==> config.mk <==
export PLATFORM = sky130hd
export DESIGN_NAME = keyed_record_table
export DESIGN_NICKNAME = d
export VERILOG_FILES = /design/src/design/krt_pkg.sv /design/src/design/krt_ram.sv /design/src/design/krt_ctrl.sv /design/src/design/keyed_record_table.sv
export SDC_FILE = /design/constraint.sdc
export NUM_CORES = 1
export LEC_CHECK = 0
export ABC_AREA = 1
export BUFFER_PORTS_ARGS = -buffer_cell sky130_fd_sc_hd__clkbuf_2
export CAP_MARGIN = 20
export CORE_MARGIN = 5
export CORE_UTILIZATION = 45
export CTS_BUF_LIST = sky130_fd_sc_hd__clkbuf_4
export DETAILED_ROUTE_END_ITERATION = 10
export GPL_TIMING_DRIVEN = 0
export PLACE_DENSITY_LB_ADDON = 0.05
export SLEW_MARGIN = 30
export SYNTH_ARGS = -nofsm -noshare
export SYNTH_HDL_FRONTEND = slang
export SYNTH_SLANG_ARGS = --single-unit
==> constraint.sdc <==
create_clock -name i_clk -period 13 [get_ports i_clk]
set_clock_uncertainty 0.2 [all_clocks]
set_input_delay 3.9 -clock i_clk [delete_from_list [all_inputs] [get_ports i_clk]]
set_output_delay 3.9 -clock i_clk [all_outputs]
set_load 0.005 [all_outputs]
==> src/design/krt_pkg.sv <==
// ----------------------------------------------------------------------------
// krt_pkg: shared types and codes for the keyed record table
// Request codes, status codes, the stored record layout, the sequencer
// states and the result bundle that goes from the sequencer to the top level.
// ----------------------------------------------------------------------------
package krt_pkg;

    localparam int unsigned OP_W     = 3;
    localparam int unsigned KEY_W    = 32;
    localparam int unsigned SAL_W    = 32;
    localparam int unsigned SECTOR_W = 8;
    localparam int unsigned STATUS_W = 2;

    localparam logic [OP_W-1:0] OP_CLEAR  = 3'd0;
    localparam logic [OP_W-1:0] OP_INSERT = 3'd1;
    localparam logic [OP_W-1:0] OP_DELETE = 3'd2;
    localparam logic [OP_W-1:0] OP_UPDATE = 3'd3;
    localparam logic [OP_W-1:0] OP_LOOKUP = 3'd4;

    localparam logic [STATUS_W-1:0] STAT_OK      = 2'd0;
    localparam logic [STATUS_W-1:0] STAT_FULL    = 2'd1;
    localparam logic [STATUS_W-1:0] STAT_DUP     = 2'd2;
    localparam logic [STATUS_W-1:0] STAT_MISSING = 2'd3;

    typedef struct packed {
        logic                valid;
        logic [KEY_W-1:0]    key;
        logic [SAL_W-1:0]    salary;
        logic                sex;
        logic [SECTOR_W-1:0] sector;
    } t_rec;

    typedef struct packed {
        logic                valid;
        logic [STATUS_W-1:0] status;
        logic [SAL_W-1:0]    salary;
        logic                sex;
        logic [SECTOR_W-1:0] sector;
    } t_result;

    typedef enum logic [2:0] {
        ST_CLR,
        ST_IDLE,
        ST_SCAN,
        ST_TAIL,
        ST_DONE
    } t_state;

endpackage

==> src/design/krt_ram.sv <==
// ----------------------------------------------------------------------------
// krt_ram: record store
// Single write port, single read port with registered read data.
// ----------------------------------------------------------------------------
module krt_ram #(
    parameter int unsigned DEPTH = 16,
    parameter int unsigned WIDTH = 74
) (
    input  logic                                  i_clk,
    input  logic                                  i_we,
    input  logic [((DEPTH > 1) ? $clog2(DEPTH) : 1)-1:0] i_waddr,
    input  logic [WIDTH-1:0]                      i_wdata,
    input  logic                                  i_re,
    input  logic [((DEPTH > 1) ? $clog2(DEPTH) : 1)-1:0] i_raddr,
    output logic [WIDTH-1:0]                      o_rdata
);

    logic [WIDTH-1:0] r_mem [DEPTH];
    logic [WIDTH-1:0] r_rdata;

    always_ff @(posedge i_clk) begin
        if (i_we) begin
            r_mem[i_waddr] <= i_wdata;
        end
    end

    always_ff @(posedge i_clk) begin
        if (i_re) begin
            r_rdata <= r_mem[i_raddr];
        end
    end

    assign o_rdata = r_rdata;

endmodule

==> src/design/krt_ctrl.sv <==
// ----------------------------------------------------------------------------
// krt_ctrl: request sequencer and slot compare unit
// Sweeps the store one slot a cycle, tracks the first free slot and the first
// live slot with the request key, then writes back and forms the result.
// ----------------------------------------------------------------------------
module krt_ctrl #(
    parameter int unsigned ENTRIES = 16
) (
    input  logic                                      i_clk,
    input  logic                                      i_rst_n,
    input  logic                                      i_req_valid,
    output logic                                      o_req_ready,
    input  logic [krt_pkg::OP_W-1:0]                  i_req_op,
    input  logic [krt_pkg::KEY_W-1:0]                 i_req_key,
    input  logic [krt_pkg::SAL_W-1:0]                 i_req_salary,
    input  logic                                      i_req_sex,
    input  logic [krt_pkg::SECTOR_W-1:0]              i_req_sector,
    output logic                                      o_ram_we,
    output logic [((ENTRIES > 1) ? $clog2(ENTRIES) : 1)-1:0] o_ram_waddr,
    output krt_pkg::t_rec                             o_ram_wdata,
    output logic                                      o_ram_re,
    output logic [((ENTRIES > 1) ? $clog2(ENTRIES) : 1)-1:0] o_ram_raddr,
    input  krt_pkg::t_rec                             i_ram_rdata,
    input  logic                                      i_res_free,
    output krt_pkg::t_result                          o_res
);

    localparam int unsigned AW = (ENTRIES > 1) ? $clog2(ENTRIES) : 1;
    localparam logic [AW-1:0] LAST = AW'(ENTRIES - 1);

    krt_pkg::t_state r_state, n_state;
    logic                          r_init, n_init;
    logic [AW-1:0]                 r_addr, n_addr;
    logic                          r_dv, n_dv;
    logic [AW-1:0]                 r_didx, n_didx;
    logic [krt_pkg::OP_W-1:0]      r_op, n_op;
    logic [krt_pkg::KEY_W-1:0]     r_key, n_key;
    logic [krt_pkg::SAL_W-1:0]     r_sal, n_sal;
    logic                          r_sex, n_sex;
    logic [krt_pkg::SECTOR_W-1:0]  r_sec, n_sec;
    logic                          r_free_found, n_free_found;
    logic [AW-1:0]                 r_free_idx, n_free_idx;
    logic                          r_hit, n_hit;
    logic [AW-1:0]                 r_hit_idx, n_hit_idx;
    krt_pkg::t_rec                 r_hit_rec, n_hit_rec;
    logic                          w_last;

    assign w_last = (r_addr == LAST);

    always_ff @(posedge i_clk) begin
        if (!i_rst_n) begin
            r_state <= krt_pkg::ST_CLR;
            r_init  <= 1'b1;
            r_addr  <= '0;
            r_dv    <= 1'b0;
        end else begin
            r_state <= n_state;
            r_init  <= n_init;
            r_addr  <= n_addr;
            r_dv    <= n_dv;
        end
    end

    always_ff @(posedge i_clk) begin
        r_didx       <= n_didx;
        r_op         <= n_op;
        r_key        <= n_key;
        r_sal        <= n_sal;
        r_sex        <= n_sex;
        r_sec        <= n_sec;
        r_free_found <= n_free_found;
        r_free_idx   <= n_free_idx;
        r_hit        <= n_hit;
        r_hit_idx    <= n_hit_idx;
        r_hit_rec    <= n_hit_rec;
    end

    always_comb begin
        n_state      = r_state;
        n_init       = r_init;
        n_addr       = r_addr;
        n_dv         = 1'b0;
        n_didx       = r_addr;
        n_op         = r_op;
        n_key        = r_key;
        n_sal        = r_sal;
        n_sex        = r_sex;
        n_sec        = r_sec;
        n_free_found = r_free_found;
        n_free_idx   = r_free_idx;
        n_hit        = r_hit;
        n_hit_idx    = r_hit_idx;
        n_hit_rec    = r_hit_rec;
        o_req_ready  = 1'b0;
        o_ram_we     = 1'b0;
        o_ram_waddr  = r_addr;
        o_ram_wdata  = '0;
        o_ram_re     = 1'b0;
        o_ram_raddr  = r_addr;
        o_res        = '0;

        // compare the slot read in the previous cycle
        if (r_dv) begin
            if (!i_ram_rdata.valid && !r_free_found) begin
                n_free_found = 1'b1;
                n_free_idx   = r_didx;
            end
            if (i_ram_rdata.valid && (i_ram_rdata.key == r_key) && !r_hit) begin
                n_hit     = 1'b1;
                n_hit_idx = r_didx;
                n_hit_rec = i_ram_rdata;
            end
        end

        case (r_state)
            krt_pkg::ST_CLR: begin
                o_ram_we    = 1'b1;
                o_ram_waddr = r_addr;
                if (w_last) begin
                    n_addr = '0;
                    if (r_init) begin
                        n_init  = 1'b0;
                        n_state = krt_pkg::ST_IDLE;
                    end else begin
                        n_state = krt_pkg::ST_DONE;
                    end
                end else begin
                    n_addr = r_addr + AW'(1);
                end
            end
            krt_pkg::ST_IDLE: begin
                o_req_ready = 1'b1;
                if (i_req_valid) begin
                    n_op         = i_req_op;
                    n_key        = i_req_key;
                    n_sal        = i_req_salary;
                    n_sex        = i_req_sex;
                    n_sec        = i_req_sector;
                    n_addr       = '0;
                    n_free_found = 1'b0;
                    n_hit        = 1'b0;
                    if (i_req_op == krt_pkg::OP_CLEAR) begin
                        n_state = krt_pkg::ST_CLR;
                    end else begin
                        n_state = krt_pkg::ST_SCAN;
                    end
                end
            end
            krt_pkg::ST_SCAN: begin
                o_ram_re    = 1'b1;
                o_ram_raddr = r_addr;
                n_dv        = 1'b1;
                n_didx      = r_addr;
                if (w_last) begin
                    n_addr  = '0;
                    n_state = krt_pkg::ST_TAIL;
                end else begin
                    n_addr = r_addr + AW'(1);
                end
            end
            krt_pkg::ST_TAIL: begin
                n_state = krt_pkg::ST_DONE;
            end
            krt_pkg::ST_DONE: begin
                if (i_res_free) begin
                    o_res.valid  = 1'b1;
                    o_res.status = krt_pkg::STAT_OK;
                    n_state      = krt_pkg::ST_IDLE;
                    case (r_op)
                        krt_pkg::OP_INSERT: begin
                            if (!r_free_found) begin
                                o_res.status = krt_pkg::STAT_FULL;
                            end else if (r_hit) begin
                                o_res.status = krt_pkg::STAT_DUP;
                            end else begin
                                o_ram_we           = 1'b1;
                                o_ram_waddr        = r_free_idx;
                                o_ram_wdata.valid  = 1'b1;
                                o_ram_wdata.key    = r_key;
                                o_ram_wdata.salary = r_sal;
                                o_ram_wdata.sex    = r_sex;
                                o_ram_wdata.sector = r_sec;
                            end
                        end
                        krt_pkg::OP_DELETE: begin
                            if (!r_hit) begin
                                o_res.status = krt_pkg::STAT_MISSING;
                            end else begin
                                o_ram_we          = 1'b1;
                                o_ram_waddr       = r_hit_idx;
                                o_ram_wdata       = r_hit_rec;
                                o_ram_wdata.valid = 1'b0;
                            end
                        end
                        krt_pkg::OP_UPDATE: begin
                            if (!r_hit) begin
                                o_res.status = krt_pkg::STAT_MISSING;
                            end else begin
                                o_ram_we           = 1'b1;
                                o_ram_waddr        = r_hit_idx;
                                o_ram_wdata        = r_hit_rec;
                                o_ram_wdata.salary = r_sal;
                            end
                        end
                        krt_pkg::OP_LOOKUP: begin
                            if (!r_hit) begin
                                o_res.status = krt_pkg::STAT_MISSING;
                            end else begin
                                o_res.salary = r_hit_rec.salary;
                                o_res.sex    = r_hit_rec.sex;
                                o_res.sector = r_hit_rec.sector;
                            end
                        end
                        default: begin
                            o_res.status = krt_pkg::STAT_OK;
                        end
                    endcase
                end
            end
            default: begin
                n_state = krt_pkg::ST_IDLE;
            end
        endcase
    end

endmodule

==> src/design/keyed_record_table.sv <==
// ----------------------------------------------------------------------------
// keyed_record_table: fixed-capacity keyed record table
// Clear, insert, delete, update salary and lookup on ENTRIES records, one
// result per request, held in an output register until taken.
//
//   channel   dir  tdata (low bit up)                         tuser
//   s_axis    in   key 32, salary 32, sex 1, sector 8, pad 7  op 3
//   m_axis    out  status 2, salary 32, sex 1, sector 8, pad 5  -
//
// A request runs as: accept, one store read per slot, one compare of the
// last slot, write back. Clear writes every slot in turn instead.
// The store ports walk the slots one a cycle, a read or a write per slot.
// After reset a clearing pass writes every slot before tready rises.
// A new request is taken while the previous result waits; a result waits
// for the output register to free before the store is written back.
// ----------------------------------------------------------------------------
module keyed_record_table #(
    parameter int unsigned ENTRIES = 16
) (
    input  logic        i_clk,
    input  logic        i_rst_n,
    input  logic        i_s_axis_tvalid,
    output logic        o_s_axis_tready,
    input  logic [79:0] i_s_axis_tdata,  // key, salary_in, sex_in, sector_in, zero pad
    input  logic [2:0]  i_s_axis_tuser,  // op
    output logic        o_m_axis_tvalid,
    input  logic        i_m_axis_tready,
    output logic [47:0] o_m_axis_tdata   // status, salary_out, sex_out, sector_out, zero pad
);

    localparam int unsigned AW    = (ENTRIES > 1) ? $clog2(ENTRIES) : 1;
    localparam int unsigned REC_W = $bits(krt_pkg::t_rec);

    logic                 w_ram_we;
    logic [AW-1:0]        w_ram_waddr;
    krt_pkg::t_rec        w_ram_wdata;
    logic                 w_ram_re;
    logic [AW-1:0]        w_ram_raddr;
    logic [REC_W-1:0]     w_ram_rdata;
    krt_pkg::t_result     w_res;
    logic                 w_res_free;
    logic                 r_ovalid, n_ovalid;
    logic [47:0]          r_odata;

    krt_ram #(
        .DEPTH (ENTRIES),
        .WIDTH (REC_W)
    ) u_ram (
        .i_clk   (i_clk),
        .i_we    (w_ram_we),
        .i_waddr (w_ram_waddr),
        .i_wdata (w_ram_wdata),
        .i_re    (w_ram_re),
        .i_raddr (w_ram_raddr),
        .o_rdata (w_ram_rdata)
    );

    krt_ctrl #(
        .ENTRIES (ENTRIES)
    ) u_ctrl (
        .i_clk        (i_clk),
        .i_rst_n      (i_rst_n),
        .i_req_valid  (i_s_axis_tvalid),
        .o_req_ready  (o_s_axis_tready),
        .i_req_op     (i_s_axis_tuser),
        .i_req_key    (i_s_axis_tdata[31:0]),
        .i_req_salary (i_s_axis_tdata[63:32]),
        .i_req_sex    (i_s_axis_tdata[64]),
        .i_req_sector (i_s_axis_tdata[72:65]),
        .o_ram_we     (w_ram_we),
        .o_ram_waddr  (w_ram_waddr),
        .o_ram_wdata  (w_ram_wdata),
        .o_ram_re     (w_ram_re),
        .o_ram_raddr  (w_ram_raddr),
        .i_ram_rdata  (krt_pkg::t_rec'(w_ram_rdata)),
        .i_res_free   (w_res_free),
        .o_res        (w_res)
    );

    assign w_res_free = !r_ovalid || i_m_axis_tready;

    always_comb begin
        n_ovalid = r_ovalid;
        if (w_res.valid) begin
            n_ovalid = 1'b1;
        end else if (i_m_axis_tready) begin
            n_ovalid = 1'b0;
        end
    end

    always_ff @(posedge i_clk) begin
        if (!i_rst_n) begin
            r_ovalid <= 1'b0;
        end else begin
            r_ovalid <= n_ovalid;
        end
    end

    // hold the result until taken
    always_ff @(posedge i_clk) begin
        if (w_res.valid) begin
            r_odata <= {5'd0, w_res.sector, w_res.sex, w_res.salary, w_res.status};
        end
    end

    assign o_m_axis_tvalid = r_ovalid;
    assign o_m_axis_tdata  = r_odata;

endmodule
==> results by group <==
Outcome
  – Status: completed

Power
  – Internal: 0.00759 W
  – Pleak: 22.6 nW
  – Flop pwr share: 52.8%
  – Switching pwr: 0.00244 W
  – Maximum vdd drop: 0.104 mV
  – Clock power frac: 39.3%
  – Sw frac: 24.3%
  – PD cells: 149 nW/um^2
  – Logic gate share of total power: 7.9%

CTS
  – Setup Buffers After CTS: 0
  – Quantity of hold-fixing buffers added after cts: 0
  – CTS Buffer Depth: 4
  – Clk_lat worst skew: 1.28 ns
  – Total CTS buffers: 397
  – CTS resizes: 0
  – Clock sinks: 1475
  – CTS H-tree depth: 5
  – Root buffer cell: clkbuf_4
  – CTS tree: built
  – Reg clk slew, reported paths: 0.06 ns

Setup path
  – Critical-path maximum fanout: 5
  – Critical Path RT: 8.90 ns
  – CP Capture Type: output port
  – Worst Setup Start Kind: flip-flop
  – Crit Path Class: reg2out
  – Crit path DAT: 2.65 ns
  – R2r setup slk: 8.84 ns

Placed design
  – Hpwl dp: 121000 um
  – Routability cong.: 0.825
  – Post-placement cell count: 5999
  – IO Port Bufs: 124

Logic synthesis
  – Mapped Avg Cell Area: 13.8 sq um
  – Synth cell types: 42
  – Ys flop type: edfxtp_1
  – Mapped Cells: 4110
  – Register area share after synthesis: 77.6%
  – EDFF count, synth: 1459
  – Post-synthesis cell area: 56900 sq um
  – YS warnings: 0
  – Synth Register Bits: 1475
  – Ys async rst share: 0%

Routing
  – Iter 0 DRT Violations: 3747
  – Vias per Instance: 5.62
  – Residual DRC: 0
  – Antenna violation net count after detailed routing: 0
  – WL final: 175000 um
  – First-pass DRT Iterations: 6
  – Routed length per instance: 26.3 um
  – Vias: 37500

Floorplan
  – Placeable Area: 126000 sq um
  – Die footprint: 134000 sq um
  – Die W: 366 um
  – IO Pins: 137
  – Die Height: 366 um
  – FP Rows: 130
  – Starting Density: 45.3%

Layout
  – Post-layout util: 53.4%
  – Layout cells sized above 1: 21.4%
  – Register Area: 44100 sq um
  – NumNets Final: 4836
  – Area grow syn2layout: 18.0%
  – Finished Layout Cells: 6669
  – Fillers: 10800
  – Multi-input logic area: 11400 sq um

Hold path
  – HP Class: reg2reg

STA
  – Final Critical Period: 6.75 ns
  – Slew @ Worst Pin: 0.984 ns
  – RSZ-0062 raised after global routing: false
  – Hold Vio Cnt, Final: 0
  – Slew Viols, Final: 0
  – Final period util: 51.9%
  – Rel. slew slack: 34.1%
  – Maximum clock rate: 148 MHz
  – # setup viols final: 0

Global route
  – Largest net degree at the start of global routing: 42
  – First-pass GRT wire length: 251000 um
  – Initial antenna violation count: 14
  – GR Overflow Total: 0
  – Tot GR Track Use: 26.1%
  – Vias in the first global route: 36900

Job
  – Max Cap Violations: 0
==> kinds of logic after synthesis <==
kind of cell	count (synthesis)	synth area share [%]
buf+inv	391	2.99
fa+ha+maj	1	0.0220
flops	1475	77.6
compound gates	1019	10.7
xor+xnor	8	0.123
other cells	1	0.00659
simple gates	1215	8.56
==> final cells by class <==
cell class	instances	share of cell area [%]
Inverter	120	0.686
Buffer	271	1.87
Multi-Input combinational cell	2248	16.9
Clock inverter	67	0.442
Sequential cell	1475	65.8
Tap cell	1650	3.08
Antenna cell	8	0.0298
Clock buffer	595	6.66
Timing Repair Buffer	235	4.53
==> cells in the final DEF, fill, tap and decap left out, types with 10 or more instances in the layout <==
cell,synthesis,layout
o211ai_1,29,29
buf_2,83,83
a21oi_1,14,13
clkinv_1,2,58
nor2_1,761,682
nand2_1,273,273
buf_16,0,75
o21ai_0,588,588
dfxtp_1,16,16
clkbuf_4,0,595
a22oi_1,41,41
buf_4,15,41
nor2_2,3,66
o221ai_1,124,124
edfxtp_1,1459,1459
nor2_4,4,20
nand3_1,145,144
a32oi_1,31,31
inv_1,111,110
buf_6,8,10
clkbuf_1,140,134
o22ai_1,174,174
clkbuf_2,7,137
o21ai_1,13,13
buf_1,18,18
==> path summary, 6_finish.rpt <==
path	startpoint	end	cells past startpoint
min	u_ram.o_rdata[20]$_DFFE_PP_	u_ctrl.r_hit_rec[20]$_DFFE_PP_	0
max	u_ctrl.r_state[0]$_SDFFE_PN0P_	o_s_axis_tready	3
max reg2reg	u_ctrl.r_hit$_DFF_P_	u_ram.r_mem[4][38]$_DFFE_PP_	10
min reg2reg	u_ram.o_rdata[20]$_DFFE_PP_	u_ctrl.r_hit_rec[20]$_DFFE_PP_	0
==> synthesized netlist by cell type (2+ instances only) <==
library cell / count / area share (%)
a21oi_1: 14 / 0.12
a22oi_1: 41 / 0.54
a32oi_1: 31 / 0.48
buf_1: 18 / 0.12
buf_2: 83 / 0.73
buf_4: 15 / 0.20
buf_6: 8 / 0.16
clkbuf_1: 140 / 0.92
clkbuf_2: 7 / 0.062
clkinv_1: 2 / 0.013
dfxtp_1: 16 / 0.56
edfxtp_1: 1459 / 77
inv_1: 111 / 0.73
inv_2: 6 / 0.040
nand2_1: 273 / 1.8
nand2_2: 2 / 0.022
nand3_1: 145 / 1.3
nand4_1: 9 / 0.099
nor2_1: 761 / 5.0
nor2_2: 3 / 0.033
nor2_4: 4 / 0.079
nor3_1: 9 / 0.079
o211ai_1: 29 / 0.38
o21ai_0: 588 / 5.2
o21ai_1: 13 / 0.11
o21ai_2: 2 / 0.031
o221ai_1: 124 / 1.9
o22ai_1: 174 / 1.9
or2_2: 4 / 0.044
xnor2_1: 7 / 0.11
==> per-layer routing <==
metal / part of all wire [%] / GRT usage, % / wire [um]
met5: 0.013 / 0 / 22
met4: 2.8 / 9.32 / 4920
met3: 6.7 / 4.79 / 11800
met2: 47 / 41.5 / 82900
met1: 43 / 36.5 / 75800
==> critical path, cell delays in order (launching register included) <==
cell	delay, ns
dfxtp_1	0.44
inv_1	0.10
nor3_1	0.63
clkbuf_2	0.24
==> state kept, by name (all words and copies together) (netlist names), 3 cells and up <==
register / count
u_ctrl.r_sec: 8
u_ram.r_mem: 1184
u_ctrl.r_state: 3
u_ctrl.r_sal: 32
u_ctrl.r_hit_rec: 74
u_ram.o_rdata: 74
u_ctrl.r_free_idx: 4
u_ctrl.r_op: 3
u_ctrl.o_ram_raddr: 4
u_ctrl.r_hit_idx: 4
u_ctrl.r_key: 32
u_ctrl.r_didx: 4
o_m_axis_tdata: 43
==> through the flow <==
step	TNS [ns]	hold slack, ns	setup slack, ns	instance area [sq um]	power [W]
2_1_floorplan	0	0.173	3.90	56900	0.00581
3_3_place_gp	-483.05	0.197	-0.881	59600	0.00614
3_5_place_dp	0	0.193	5.47	62300	0.00619
4_1_cts	0	0.154	6.01	67000	0.0101
5_1_grt	0	0.171	5.99	67100	0.0105
6_report	0	0.163	6.25	67100	0.0100
==> power groups by stage <==
stage | Clock, W | Combinational [W] | Sequential (W)
5_1_grt | 0.00430 | 0.000854 | 0.00530
4_1_cts | 0.00404 | 0.000795 | 0.00529
3_3_place_gp | 0 | 0.000725 | 0.00542
3_5_place_dp | 0 | 0.000792 | 0.00539
2_1_floorplan | 0 | 0.000408 | 0.00540
6_report | 0.00395 | 0.000792 | 0.00529
No activity file was read; power rests on OpenSTA's default activity.
